$ cat config.mk
export PLATFORM = sky130hd
export DESIGN_NAME = websocket_masked_frame_builder_top
export DESIGN_NICKNAME = d
export VERILOG_FILES = /design/src/wsfb_pkg.sv /design/src/wsfb_compose.sv /design/src/websocket_masked_frame_builder_top.sv
export SDC_FILE = /design/constraint.sdc
export NUM_CORES = 1
export LEC_CHECK = 0
export BUFFER_PORTS_ARGS = -buffer_cell sky130_fd_sc_hd__buf_2
export CORE_MARGIN = 8
export CORE_UTILIZATION = 55
export CTS_CLUSTER_DIAMETER = 60
export DETAILED_ROUTE_END_ITERATION = 10
export PLACE_DENSITY_LB_ADDON = 0.1
export SKIP_LAST_GASP = 1
export SYNTH_ARGS = -nofsm -noshare
export SYNTH_HDL_FRONTEND = slang
export SYNTH_SLANG_ARGS = --single-unit
$ cat constraint.sdc
create_clock -name clk_i -period 11.23 [get_ports clk_i]
set_input_delay 1.123 -clock clk_i [delete_from_list [all_inputs] [get_ports clk_i]]
set_output_delay 1.123 -clock clk_i [all_outputs]
set_load 0.1 [all_outputs]
$ cat src/wsfb_pkg.sv
// ----------------------------------------------------------------------------
// wsfb_pkg
// shared types, constants and helpers of the masked websocket frame builder
// ----------------------------------------------------------------------------
package wsfb_pkg;

  // length field width of the frame builder, 17..64
  localparam int LENGTH_BITS = 32;
  localparam int LEN_W       = (LENGTH_BITS < 32) ? LENGTH_BITS : 32;
  localparam logic [31:0] LEN_MASK = 32'((64'd1 << LEN_W) - 64'd1);

  // longest run of bytes one request can cause: 1 + 1 + 8 + 4 + 1
  localparam int RUN_MAX   = 15;
  localparam int RUN_IDX_W = $clog2(RUN_MAX);

  // configuration register indexes
  localparam int CFG_ADDR_W = 1;
  localparam logic [CFG_ADDR_W-1:0] CFG_KEY_WORD = 1'd0;
  localparam logic [CFG_ADDR_W-1:0] CFG_HDR_BYTE = 1'd1;

  localparam logic [31:0] KEY_WORD_RST = 32'h1234_5678;
  localparam logic [7:0]  HDR_BYTE_RST = 8'h82;

  // second header byte codes
  localparam logic [7:0]  MASK_BIT   = 8'h80;
  localparam logic [7:0]  HDR_LEN16  = 8'hFE;
  localparam logic [7:0]  HDR_LEN64  = 8'hFF;
  localparam logic [31:0] LEN7_MAX   = 32'd125;
  localparam logic [31:0] LEN16_LIM  = 32'd65536;

  // mask key offsets inside a start run
  localparam int OFS_LEN7  = 2;
  localparam int OFS_LEN16 = 4;
  localparam int OFS_LEN64 = 10;

  typedef struct packed {
    logic [31:0] remaining;
    logic [1:0]  phase;
    logic        open;
  } wsfb_state_t;

  typedef struct packed {
    logic [RUN_MAX-1:0][7:0] bytes;
    logic [RUN_IDX_W-1:0]    last_idx;
    logic                    eof;
    logic                    busy;
  } wsfb_run_t;

  // mask byte for a payload position mod 4, most significant byte first
  function automatic logic [7:0] key_byte(logic [31:0] key, logic [1:0] phase);
    logic [7:0] b;
    case (phase)
      2'd0:    b = key[31:24];
      2'd1:    b = key[23:16];
      2'd2:    b = key[15:8];
      default: b = key[7:0];
    endcase
    return b;
  endfunction

endpackage

$ cat src/wsfb_compose.sv
// ----------------------------------------------------------------------------
// wsfb_compose
// turns one request and the frame state into its byte run and next state
// ----------------------------------------------------------------------------
module wsfb_compose (
  input  logic [7:0]           data_byte_i,
  input  logic                 frame_start_i,
  input  logic [31:0]          payload_length_i,
  input  logic [31:0]          key_word_i,
  input  logic [7:0]           first_header_byte_i,
  input  wsfb_pkg::wsfb_state_t state_i,
  output wsfb_pkg::wsfb_run_t   run_o,
  output wsfb_pkg::wsfb_state_t state_o
);
  import wsfb_pkg::*;

  logic [31:0] len32;
  logic [63:0] len64;
  logic [31:0] rem_m1;
  logic        len_zero;

  assign len32    = payload_length_i & LEN_MASK;
  assign len64    = 64'(len32);
  assign len_zero = (len32 == 32'd0);
  assign rem_m1   = state_i.remaining - 32'd1;

  always_comb begin
    run_o   = '0;
    state_o = state_i;
    if (frame_start_i) begin
      run_o.busy     = 1'b1;
      run_o.bytes[0] = first_header_byte_i;
      run_o.eof      = len_zero || (len32 == 32'd1);
      if (len32 <= LEN7_MAX) begin
        run_o.bytes[1] = MASK_BIT | {1'b0, len32[6:0]};
        for (int i = 0; i < 4; i++) begin
          run_o.bytes[OFS_LEN7+i] = key_byte(key_word_i, 2'(i));
        end
        run_o.bytes[OFS_LEN7+4] = data_byte_i ^ key_byte(key_word_i, 2'd0);
        run_o.last_idx = len_zero ? RUN_IDX_W'(OFS_LEN7 + 3) : RUN_IDX_W'(OFS_LEN7 + 4);
      end else if (len32 < LEN16_LIM) begin
        run_o.bytes[1] = HDR_LEN16;
        run_o.bytes[2] = len32[15:8];
        run_o.bytes[3] = len32[7:0];
        for (int i = 0; i < 4; i++) begin
          run_o.bytes[OFS_LEN16+i] = key_byte(key_word_i, 2'(i));
        end
        run_o.bytes[OFS_LEN16+4] = data_byte_i ^ key_byte(key_word_i, 2'd0);
        run_o.last_idx = RUN_IDX_W'(OFS_LEN16 + 4);
      end else begin
        run_o.bytes[1] = HDR_LEN64;
        for (int i = 0; i < 8; i++) begin
          run_o.bytes[2+i] = len64[63-8*i -: 8];
        end
        for (int i = 0; i < 4; i++) begin
          run_o.bytes[OFS_LEN64+i] = key_byte(key_word_i, 2'(i));
        end
        run_o.bytes[OFS_LEN64+4] = data_byte_i ^ key_byte(key_word_i, 2'd0);
        run_o.last_idx = RUN_IDX_W'(OFS_LEN64 + 4);
      end
      state_o.remaining = len_zero ? 32'd0 : len32 - 32'd1;
      state_o.phase     = len_zero ? 2'd0 : 2'd1;
      state_o.open      = (len32 > 32'd1);
    end else if (state_i.open) begin
      // payload byte of an open frame
      run_o.busy        = 1'b1;
      run_o.bytes[0]    = data_byte_i ^ key_byte(key_word_i, state_i.phase);
      run_o.last_idx    = '0;
      run_o.eof         = (rem_m1 == 32'd0);
      state_o.remaining = rem_m1;
      state_o.phase     = state_i.phase + 2'd1;
      state_o.open      = (rem_m1 != 32'd0);
    end
  end

endmodule

$ cat src/websocket_masked_frame_builder_top.sv
// ----------------------------------------------------------------------------
// websocket_masked_frame_builder_top
// builds masked client websocket frames from a stream of payload bytes
// ----------------------------------------------------------------------------
//  channel   | dir | tdata                                  | tuser        | tlast
//  s_axis    | in  | [7:0] data_byte, [39:8] payload_length | frame_start  | -
//  m_axis    | out | [7:0] out_byte                         | last_of_run  | end_of_frame
//  cfg       | in  | index 0 key word, index 1 first_header_byte, write only
//
//  a payload byte of an open frame gives one output byte; a request that opens a
//  frame gives 6 (empty), 7 (up to 125), 9 (below 65536) or 15 bytes, one
//  output byte per cycle from the run register while m_axis_tready is high
//  an input register and a run register let one request wait while the
//  previous run is still being drained
//  reset clears the frame state and loads the default mask key and header
// ----------------------------------------------------------------------------
module websocket_masked_frame_builder_top (
  input  logic                            clk_i,
  input  logic                            rst_ni,
  // request stream
  input  logic                            s_axis_tvalid,
  output logic                            s_axis_tready,
  input  logic [39:0]                     s_axis_tdata,  // data_byte, payload_length
  input  logic                            s_axis_tuser,  // frame_start
  // byte stream
  output logic                            m_axis_tvalid,
  input  logic                            m_axis_tready,
  output logic [7:0]                      m_axis_tdata,  // out_byte
  output logic                            m_axis_tuser,  // last_of_run
  output logic                            m_axis_tlast,  // end_of_frame
  // configuration
  input  logic                            cfg_we_i,
  input  logic [wsfb_pkg::CFG_ADDR_W-1:0] cfg_addr_i,
  input  logic [31:0]                     cfg_wdata_i
);
  import wsfb_pkg::*;

  // configuration registers
  logic [31:0] key_word_q;
  logic [7:0]  hdr_byte_q;

  // input register
  logic        in_valid_q;
  logic [7:0]  in_data_q;
  logic        in_start_q;
  logic [31:0] in_len_q;

  // frame state
  wsfb_state_t st_q, st_d;

  // run register and its read pointer
  wsfb_run_t            run_d, run_q;
  logic                 run_valid_q;
  logic [RUN_IDX_W-1:0] idx_q;

  logic at_last, run_done, move, accept;

  wsfb_compose u_compose (
    .data_byte_i        (in_data_q),
    .frame_start_i      (in_start_q),
    .payload_length_i   (in_len_q),
    .key_word_i         (key_word_q),
    .first_header_byte_i(hdr_byte_q),
    .state_i            (st_q),
    .run_o              (run_d),
    .state_o            (st_d)
  );

  assign at_last  = (idx_q == run_q.last_idx);
  assign run_done = run_valid_q && m_axis_tready && at_last;
  // a dropped byte leaves at once, otherwise wait for the run register
  assign move     = in_valid_q && (!run_d.busy || !run_valid_q || run_done);
  assign accept   = s_axis_tvalid && s_axis_tready;

  assign s_axis_tready = !in_valid_q || move;

  assign m_axis_tvalid = run_valid_q;
  assign m_axis_tdata  = run_q.bytes[idx_q];
  assign m_axis_tuser  = at_last;
  assign m_axis_tlast  = at_last && run_q.eof;

  // config writes
  always_ff @(posedge clk_i or negedge rst_ni) begin
    if (!rst_ni) begin
      key_word_q <= KEY_WORD_RST;
      hdr_byte_q <= HDR_BYTE_RST;
    end else if (cfg_we_i) begin
      case (cfg_addr_i)
        CFG_KEY_WORD: key_word_q <= cfg_wdata_i;
        CFG_HDR_BYTE: hdr_byte_q <= cfg_wdata_i[7:0];
        default: ;
      endcase
    end
  end

  // input register
  always_ff @(posedge clk_i or negedge rst_ni) begin
    if (!rst_ni) begin
      in_valid_q <= 1'b0;
    end else if (accept) begin
      in_valid_q <= 1'b1;
    end else if (move) begin
      in_valid_q <= 1'b0;
    end
  end

  always_ff @(posedge clk_i) begin
    if (accept) begin
      in_data_q  <= s_axis_tdata[7:0];
      in_len_q   <= s_axis_tdata[39:8];
      in_start_q <= s_axis_tuser;
    end
  end

  // frame state advances when a request leaves the input register
  always_ff @(posedge clk_i or negedge rst_ni) begin
    if (!rst_ni) begin
      st_q <= '0;
    end else if (move) begin
      st_q <= st_d;
    end
  end

  // run register control
  always_ff @(posedge clk_i or negedge rst_ni) begin
    if (!rst_ni) begin
      run_valid_q <= 1'b0;
      idx_q       <= '0;
    end else if (move && run_d.busy) begin
      run_valid_q <= 1'b1;
      idx_q       <= '0;
    end else if (run_done) begin
      run_valid_q <= 1'b0;
      idx_q       <= '0;
    end else if (run_valid_q && m_axis_tready) begin
      idx_q <= idx_q + RUN_IDX_W'(1);
    end
  end

  always_ff @(posedge clk_i) begin
    if (move && run_d.busy) begin
      run_q <= run_d;
    end
  end

endmodule

==> summary.txt, run 1 <==
Logic synthesis
  – Leading area contributor after synthesis: edfxtp_1
  – Mapped Cells: roughly 1100
  – FF+latch count, synth: 247
  – Post-synth EDFFs: around 170
  – Syn_area_per_cell: 11.5 um2
  – Yosys top cell area share: 39.7%
  – Most frequent cell after synthesis: edfxtp_1
  – Syn nets: about 1200
  – Async SR Flop Fraction: 32.8%
  – Most used flip-flop cell after synthesis: edfxtp_1
  – Synthesis Warnings: 0
  – Mapped Area: 0.0126 mm2
  – Commonest cells in the netlist: 166 x edfxtp_1, 117 x nand2_1, 84 x nor2_1
  – Synth top area cells: edfxtp_1 40%, dfrtp_1 13%, mux4_2 5.7%
  – Sequential fraction of the synthesis area: a little under three fifths
  – Unique masters post-synth: 72

Clocking
  – Cts hold-fix bufs: 0
  – Latest clock arrival within the worst-skew pair: about 540 ps
  – Clock sink count: 247
  – Post-CTS Setup Bufs: 0
  – Clock-pin slew on the worst setup and hold paths: roughly 60 ps
  – CTS tree: yes
  – CTS Root Cell: clkbuf_16
  – TritonCTS Buffers: 27
  – Clk buf depth: 3
  – CTS H-tree lvls: 1
  – Post-CTS sizing: 0

Worst hold path
  – Worst min path class: in2async

Global routing
  – Antenna violations before repair: 0
  – Vias in the first global route: roughly 9000
  – Congestion Overflow GR: 0
  – Overall Global Routing Usage: between 20 and 25%
  – First-pass GRT wire length: around 53000 um
  – Pin count of the biggest net entering global routing: 86

Routing
  – Iteration-0 DRC Markers: between 1000 and 1500
  – # DRC: 0
  – DR pass1 iterations: 6
  – Routed len/inst: around 23 um
  – Vias per cell: 6.27
  – WL final: between 30000 and 40000 um
  – DRT antenna net count: 0
  – Via count: between 9000 and 10000

Job
  – Max Cap Viol: 0

Timing
  – Final min period: 4500 ps
  – Slew @ Worst Pin: between 1000 and 1500 ps
  – Final period utilization: roughly two fifths
  – Final hold violations: 0
  – Fin Setup TNS: 0 ps
  – Slew HR: around 24%
  – Max-slew violation count: 0
  – Max Freq: 0.222 GHz
  – RSZ-0062 raised after global routing: false
  – Clock skew: about 13 ps
  – Setup-failing EPs final: 0
  – Final WS setup: 6730 ps

Power
  – Pint: just over 2000 uW
  – Net Sw Power: between 1000 and 1500 uW
  – Max VDD drop: roughly 0.14 mV
  – Combinational power share: between 30% and 40%
  – Cell Pwr Density: about 230 mW/mm2
  – Leak Pwr: 0.00508 uW
  – Sw Ratio: approximately 37%
  – Sequential power share: 42.2%
  – Clock share of power: 27.7%

Final layout
  – Finished Core Util: between 60% and 70%
  – Fillcell total: approximately 1800
  – Layout cells sized above 1: roughly 22%
  – # diodes: 0
  – Non-Filler Instances: approximately 1500
  – Synth-to-Final Area Change: 12.3%
  – Layout Nets: about 1200

Worst setup path
  – Setup crit end kind: output pin
  – Worst Path Max Fanout: 38
  – CP Cell Sequence: nor2b_1, nand2_1, o21ai_0, mux4_2, buf_2
  – Crit path required time: 10110 ps
  – Flop2flop setup slack: about 7000 ps
  – Nature of the critical path startpoint: flop
  – Worst stage delay on the critical path: between 1000 and 1500 ps
  – Max stage delay cell, worst path: dfrtp_2
  – Critical Path AT: between 3000 and 4000 ps
  – Worst Setup Path Type: reg2out

Place
  – Placer Congestion: 0.902
  – DPL Wire Length: 23500 um
  – Placed cell count: around 1400
  – DP Worst Slack: about 7000 ps
  – Port bufs: 90

Outcome
  – Outcome: finished, final reports clean

Floorplan
  – Die ar.: ~0.028 mm2
  – Site Rows: between 50 and 60
  – Core ar.: between 0.02 and 0.025 mm2
  – Die width: ~170 um
  – Die H: ~170 um
  – Starting density of the core: a little under three fifths
  – I/O pin cnt: 91
==> power by group through the flow <==
stage          Combinational, uW  Clock [uW]  Sequential (uW)
2_1_floorplan                834           0             1270
3_3_place_gp                 958           0             1380
3_5_place_dp                 976           0             1390
4_1_cts                      978         917             1370
5_1_grt                     1050         952             1400
6_report                     981         901             1380
==> area by class of cell <==
type                    count  area [um2]  area share, %
clock buffers              36         719           5.10
clock inverters            14         175           1.24
inverters                  24        92.6          0.657
multi-input cells         750        5160           36.6
flip-flops and latches    247        7030           49.9
well taps                 285         357           2.53
repair buffers            105         566           4.01
==> registers in the layout, indices dropped and copies added, names as in the netlist <==
name and cells:
in_len_q 32, in_valid_q 1, key_word_q 32, run_q 125
in_data_q 8, idx_q 4, st_q 35, in_start_q 1
hdr_byte_q 8, m_axis_tvalid 1
==> per-stage QoR <==
| step | cell area [um2] | power [uW] | hold slack, ps |
|---|---|---|---|
| floorplan | 12600 | 2100 | 479 |
| global placement | 13200 | 2340 | 491 |
| detailed placement | 13200 | 2360 | 497 |
| CTS | 14100 | 3270 | 395 |
| global route | 14100 | 3400 | 410 |
| finish | 14100 | 3260 | 407 |
==> routing by layer <==
metal | vias up | part of all wire [%] | wire, um | track usage (%)
met3 | 51 | 11 | 3790 | 7.83
met2 | 459 | 42 | 14500 | 34.3
met1 | 4474 | 44 | 15100 | 35.3
li1 | 4170 | - | - | -
met4 | 0 | 2.3 | 796 | 6.78
met5 | - | 0 | 0 | 0
==> cells in the final DEF (no fill, tap or decap), types with 3 or more instances in the layout <==
master / netlist / layout
dfstp_2: 15 / 15
o21ai_0: 65 / 65
clkbuf_1: 48 / 8
mux2_2: 40 / 40
and3_1: 3 / 3
clkinv_2: 0 / 6
o211ai_1: 4 / 4
mux4_2: 32 / 32
edfxtp_1: 166 / 166
o31ai_1: 3 / 3
nand2b_1: 7 / 7
a21boi_0: 3 / 3
nor2_1: 84 / 84
or4_1: 9 / 9
xor2_1: 9 / 9
buf_2: 7 / 89
a22oi_1: 7 / 7
mux2i_1: 8 / 8
nor2b_1: 7 / 4
or3_1: 13 / 13
o221ai_1: 9 / 9
a211oi_1: 10 / 10
nand4_1: 9 / 9
and4_1: 4 / 4
nand2_1: 117 / 117
bufinv_16: 0 / 4
dfrtp_1: 66 / 65
o21ai_1: 14 / 14
clkbuf_16: 0 / 27
nor4_1: 13 / 13
xnor2_1: 43 / 43
nor3_1: 26 / 26
nand3_1: 24 / 24
inv_1: 23 / 22
buf_4: 4 / 16
a21oi_1: 80 / 80
nand3b_1: 6 / 6
ha_1: 9 / 9
a222oi_1: 8 / 8
and2_1: 41 / 41
==> final timing paths <==
path | cells after the start | endpoint | start
setup reg to reg | 7 | run_q[122]$_SDFFCE_PP0P_ | idx_q[0]$_DFFE_PN0P_
min in group clk_i | 1 | hdr_byte_q[6]$_DFFE_PN0P_ | hdr_byte_q[6]$_DFFE_PN0P_
setup / recovery | 5 | m_axis_tdata[6] | idx_q[0]$_DFFE_PN0P_
hold / removal | 1 | st_q[5]$_DFFE_PN0P_ | rst_ni
max in group asynchronous | 2 | hdr_byte_q[4]$_DFFE_PN0P_ | rst_ni
hold reg to reg | 1 | hdr_byte_q[6]$_DFFE_PN0P_ | hdr_byte_q[6]$_DFFE_PN0P_
==> critical path, delay by kind of cell (launching register included) <==
kind,cells,cell delay (ps)
flip-flops,1,1060
multiplexers,1,270
AND/OR/NAND/NOR,2,930
buffers and inverters,1,430
AO/OA/AOI/OAI,1,100
==> cells by family after synthesis <==
logic type	synth area share, %
simple gates	15.8
flops	56.0
compound gates	10.7
buf+inv	3.03
mux	9.97
xor+xnor	3.63
fa+ha+maj	0.897
Note: power is estimated with default switching activity, not from simulation.
==> run 2: changes to the inputs <==
Settings changed: ABC_AREA set to 1.
Clock period 11.23 ns to 3.7 ns, I/O delays scaled along.
==> run 2 against run 1 <==
Clock power increased to 3.1 times the previous value. Synthesized cell count is 37% higher. Design area increased by 7.0%. First-iteration DRC count is 27% higher. Sequential power grew to 3.1 times the previous value. Clock skew grew 7.1 ps. Via count grew 23%. Critical path type unchanged.
==> summary.txt, run 2 <==
Clocking
  – CTS tree: yes
  – Clock-pin slew on the worst setup and hold paths: 60 ps (about the same)
  – CTS Root Cell: clkbuf_16
  – Clock sink count: 247 (unchanged)
  – Latest clock arrival within the worst-skew pair: 560 ps (+20 ps)
  – Clk buf depth: 3 (unchanged)
  – TritonCTS Buffers: 28 (+3.7%)
  – CTS H-tree lvls: 1 (unchanged)

Global routing
  – Congestion Overflow GR: 0 (unchanged)
  – Pin count of the biggest net entering global routing: 69 (-20%)
  – Vias in the first global route: 10784 (+19%)
  – Overall Global Routing Usage: 27.7% (+3.5 points)
  – Antenna violations before repair: 1 (+1)
  – First-pass GRT wire length: 61900 um (+17%)

Logic synthesis
  – Leading area contributor after synthesis: edfxtp_1
  – Post-synthesis simple-gate area fraction: 20.3% (+4.5 points)
  – Mux contribution to synthesized area: 0% (-10 points)
  – Xor and xnor area share after synthesis: 2.08% (-1.5 points)
  – Unique masters post-synth: 48 (-33%)
  – Async SR Flop Fraction: 32.8% (unchanged)
  – Post-synth EDFFs: 166 (unchanged)
  – Synth top area cells: edfxtp_1 38%, dfrtp_1 13%, nand2_1 8.8%
  – Commonest cells in the netlist: 306 x nand2_1, 225 x nor2_1, 172 x o21ai_0
  – Synthesis Warnings: 0 (unchanged)
  – Post-Synth Adder-Cell Area: 0.864% (-0.033 points)
  – Most used flip-flop cell after synthesis: edfxtp_1
  – Syn_area_per_cell: 8.74 um2 (-24%)
  – Mapped Cells: 1492 (+37%)
  – FF+latch count, synth: 247 (unchanged)
  – Largest family of logic cells by synthesized area: simple AND/OR/NAND/NOR gates
  – Yosys top cell area share: 38.2% (-1.5 points)
  – Post-synthesis compound-gate area fraction: 15.5% (+4.8 points)
  – Most frequent cell after synthesis: nand2_1
  – Syn nets: 1580 (+34%)
  – Sequential fraction of the synthesis area: 53.9% (-2.1 points)
  – Mapped Area: 0.0130 mm2 (+3.8%)

Power
  – Max VDD drop: 0.532 mV (+290%)
  – Leak Pwr: 0.00633 uW (+25%)
  – Cell Pwr Density: 781 mW/mm2 (+240%)
  – Pwr Total: 11800 uW (+260%)

Final layout
  – Largest register FFs: 125 (unchanged)
  – Layout Nets: 1690 (+36%)
  – Layout cells sized above 1: 14.1% (-7.8 points)
  – Fillcell total: 2049 (+15%)
  – # diodes: 0 (unchanged)
  – Synth-to-Final Area Change: 15.7%
  – Most flops, register: run_q
  – Most common cell after layout, fill and taps aside: nand2_1
  – Largest registers: run_q: 125 flops, st_q: 35 flops
  – Most frequent cells in the layout: 305 x nand2_1, 223 x nor2_1, 169 x o21ai_0

Worst setup path
  – Worst setup path start: idx_q[1]$_DFFE_PN0P_
  – Flop2flop setup slack: 730 ps (-6280 ps)
  – Crit path required time: 3330 ps (-6780 ps)
  – Worst Setup Path Type: reg2out
  – Critical Path AT: 2830 ps (-540 ps)
  – Reg2Reg Depth: 10 (+3)
  – Worst Path Max Fanout: 19 (-50%)
  – Critical R2R Launch: in_len_q[0]$_DFFE_PP_
  – Nature of the critical path startpoint: flop
  – Setup crit end: m_axis_tdata[1]
  – Crit Reg-Reg Endpoint: run_q[68]$_SDFFCE_PP0P_
  – Setup crit end kind: output pin

Floorplan
  – I/O pin cnt: 91 (unchanged)
  – Site Rows: 56 (+1.8%)
  – Die H: 170 um (+1.7%)
  – Die width: 170 um (+1.7%)
  – Starting density of the core: 55.7% (-0.080 points)
  – Core ar.: 0.0234 mm2 (+4.0%)
  – Die ar.: 0.0289 mm2 (+3.5%)

Timing
  – Final min period: roughly 3200 ps
  – Clock skew: 20.6 ps (+7.11 ps)
  – Fin Setup TNS: 0 ps (unchanged)
  – Slew @ Worst Pin: 1050 ps (-78.9 ps)
  – Slew HR: 29.5% (+5.5 points)
  – Max Freq: 0.313 GHz
  – Setup-failing EPs final: 0 (unchanged)
  – Final hold violations: 0 (unchanged)
  – RSZ-0062 raised after global routing: false
  – Final period utilization: 86.4%
  – Max-slew violation count: 0 (unchanged)

Worst hold path
  – Worst min path class: in2reg

Job
  – Max Cap Viol: 0 (unchanged)

Routing
  – DR pass1 iterations: 6 (unchanged)
  – Iteration-0 DRC Markers: 1441 (+27%)
  – # DRC: 0 (unchanged)
  – Routed len/inst: 20.6 um (-12%)
  – Via count: 11214 (+23%)
  – DRT antenna net count: 0 (unchanged)
  – WL final: 40000 um (+17%)
  – Vias per cell: 5.77 (-7.9%)

Outcome
  – Outcome: finished, final reports clean

Place
  – Port bufs: 90 (unchanged)
  – DPL Wire Length: 28500 um (+21%)
  – Placer Congestion: 0.933 (+3.4%)
-- run 2: changes by cell type after synthesis, sizes merged, moves of 101 or more --
cell / change
inv: +145
nand2: +193
nor2: +157
o21ai: +101
-- run 2: how the worst min path moves through the flow --
| stage | from | end | depth (start not counted) |
|---|---|---|---|
| 6_report | s_axis_tuser | in_start_q$_DFFE_PP_ | 1 |
| 5_1_grt | s_axis_tuser | in_start_q$_DFFE_PP_ | 1 |
| 4_1_cts | s_axis_tdata[9] | in_len_q[1]$_DFFE_PP_ | 1 |
| 3_5_place_dp | hdr_byte_q[4]$_DFFE_PN0P_ | hdr_byte_q[4]$_DFFE_PN0P_ | 2 |
| 3_3_place_gp | hdr_byte_q[4]$_DFFE_PN0P_ | hdr_byte_q[4]$_DFFE_PN0P_ | 2 |
| 2_1_floorplan | rst_ni | hdr_byte_q[0]$_DFFE_PN0P_ | 0 |
-- run 2: logic make-up (layout without fill, tap and decap cells) --
group | Yosys count | in the layout
AOI/OAI and AO/OA | 340 | 340
buffers and inverters | 234 | 366
and+or+nand+nor | 631 | 631
xor gates and xnor gates | 31 | 31
DFF | 247 | 247
adders and majority gates | 9 | 9
-- run 2: metrics by stage --
| step | instance area, um2 | utilization, % | std cells | hold slack [ps] | worst slack [ps] |
|---|---|---|---|---|---|
| CTS | 15100 | 64.4 | 1943 | 2.54 | 556 |
| global route | 15100 | 64.4 | 1943 | 6.71 | 352 |
| finish | 15100 | 64.4 | 1943 | 14.8 | 505 |
| detailed placement | 13800 | 58.9 | 1855 | 475 | 800 |
| floorplan | 13000 | - | 1492 | 74.4 | 50.9 |
| global placement | 13800 | 58.9 | 1855 | 468 | 961 |
-- run 2: power breakdown --
part	switching, uW	leakage, uW	internal (uW)
registers	528	0.00251	3800
clock network	1150	0.000466	1630
logic	3470	0.00336	1210
total	5150	0.00633	6630
-- run 2: worst max-delay path: stages (launching register included) --
cell,delay (ps)
dfrtp_1,420
nand2_1,90
inv_1,600
a22oi_1,340
o211ai_1,170
nand3_1,90
o21ai_1,120
buf_2,450
-- run 2: timing repair --
item	CTS	global route
endpoints found under the hold margin	57	0
buffers inserted	0	0
gates resized for setup	0	0
hold buffers	36	0
-- run 2: layout make-up --
type / count / area, um2 / area share, %
clock buffers: 44 / 873 / 5.79
repair buffers: 145 / 1020 / 6.75
well taps: 319 / 399 / 2.65
multi-input cells: 1011 / 5050 / 33.5
flip-flops and latches: 247 / 7030 / 46.6
inverters: 169 / 634 / 4.21
clock inverters: 8 / 71.3 / 0.473
-- run 2: per-layer routing --
layer / track usage (%) / up-vias / part of all wire [%]
met2: 41.0 / 565 / 43
li1: - / 5255 / -
met5: 0 / - / 0.033
met4: 8.43 / 2 / 2.8
met3: 6.65 / 67 / 10
met1: 39.9 / 5325 / 44
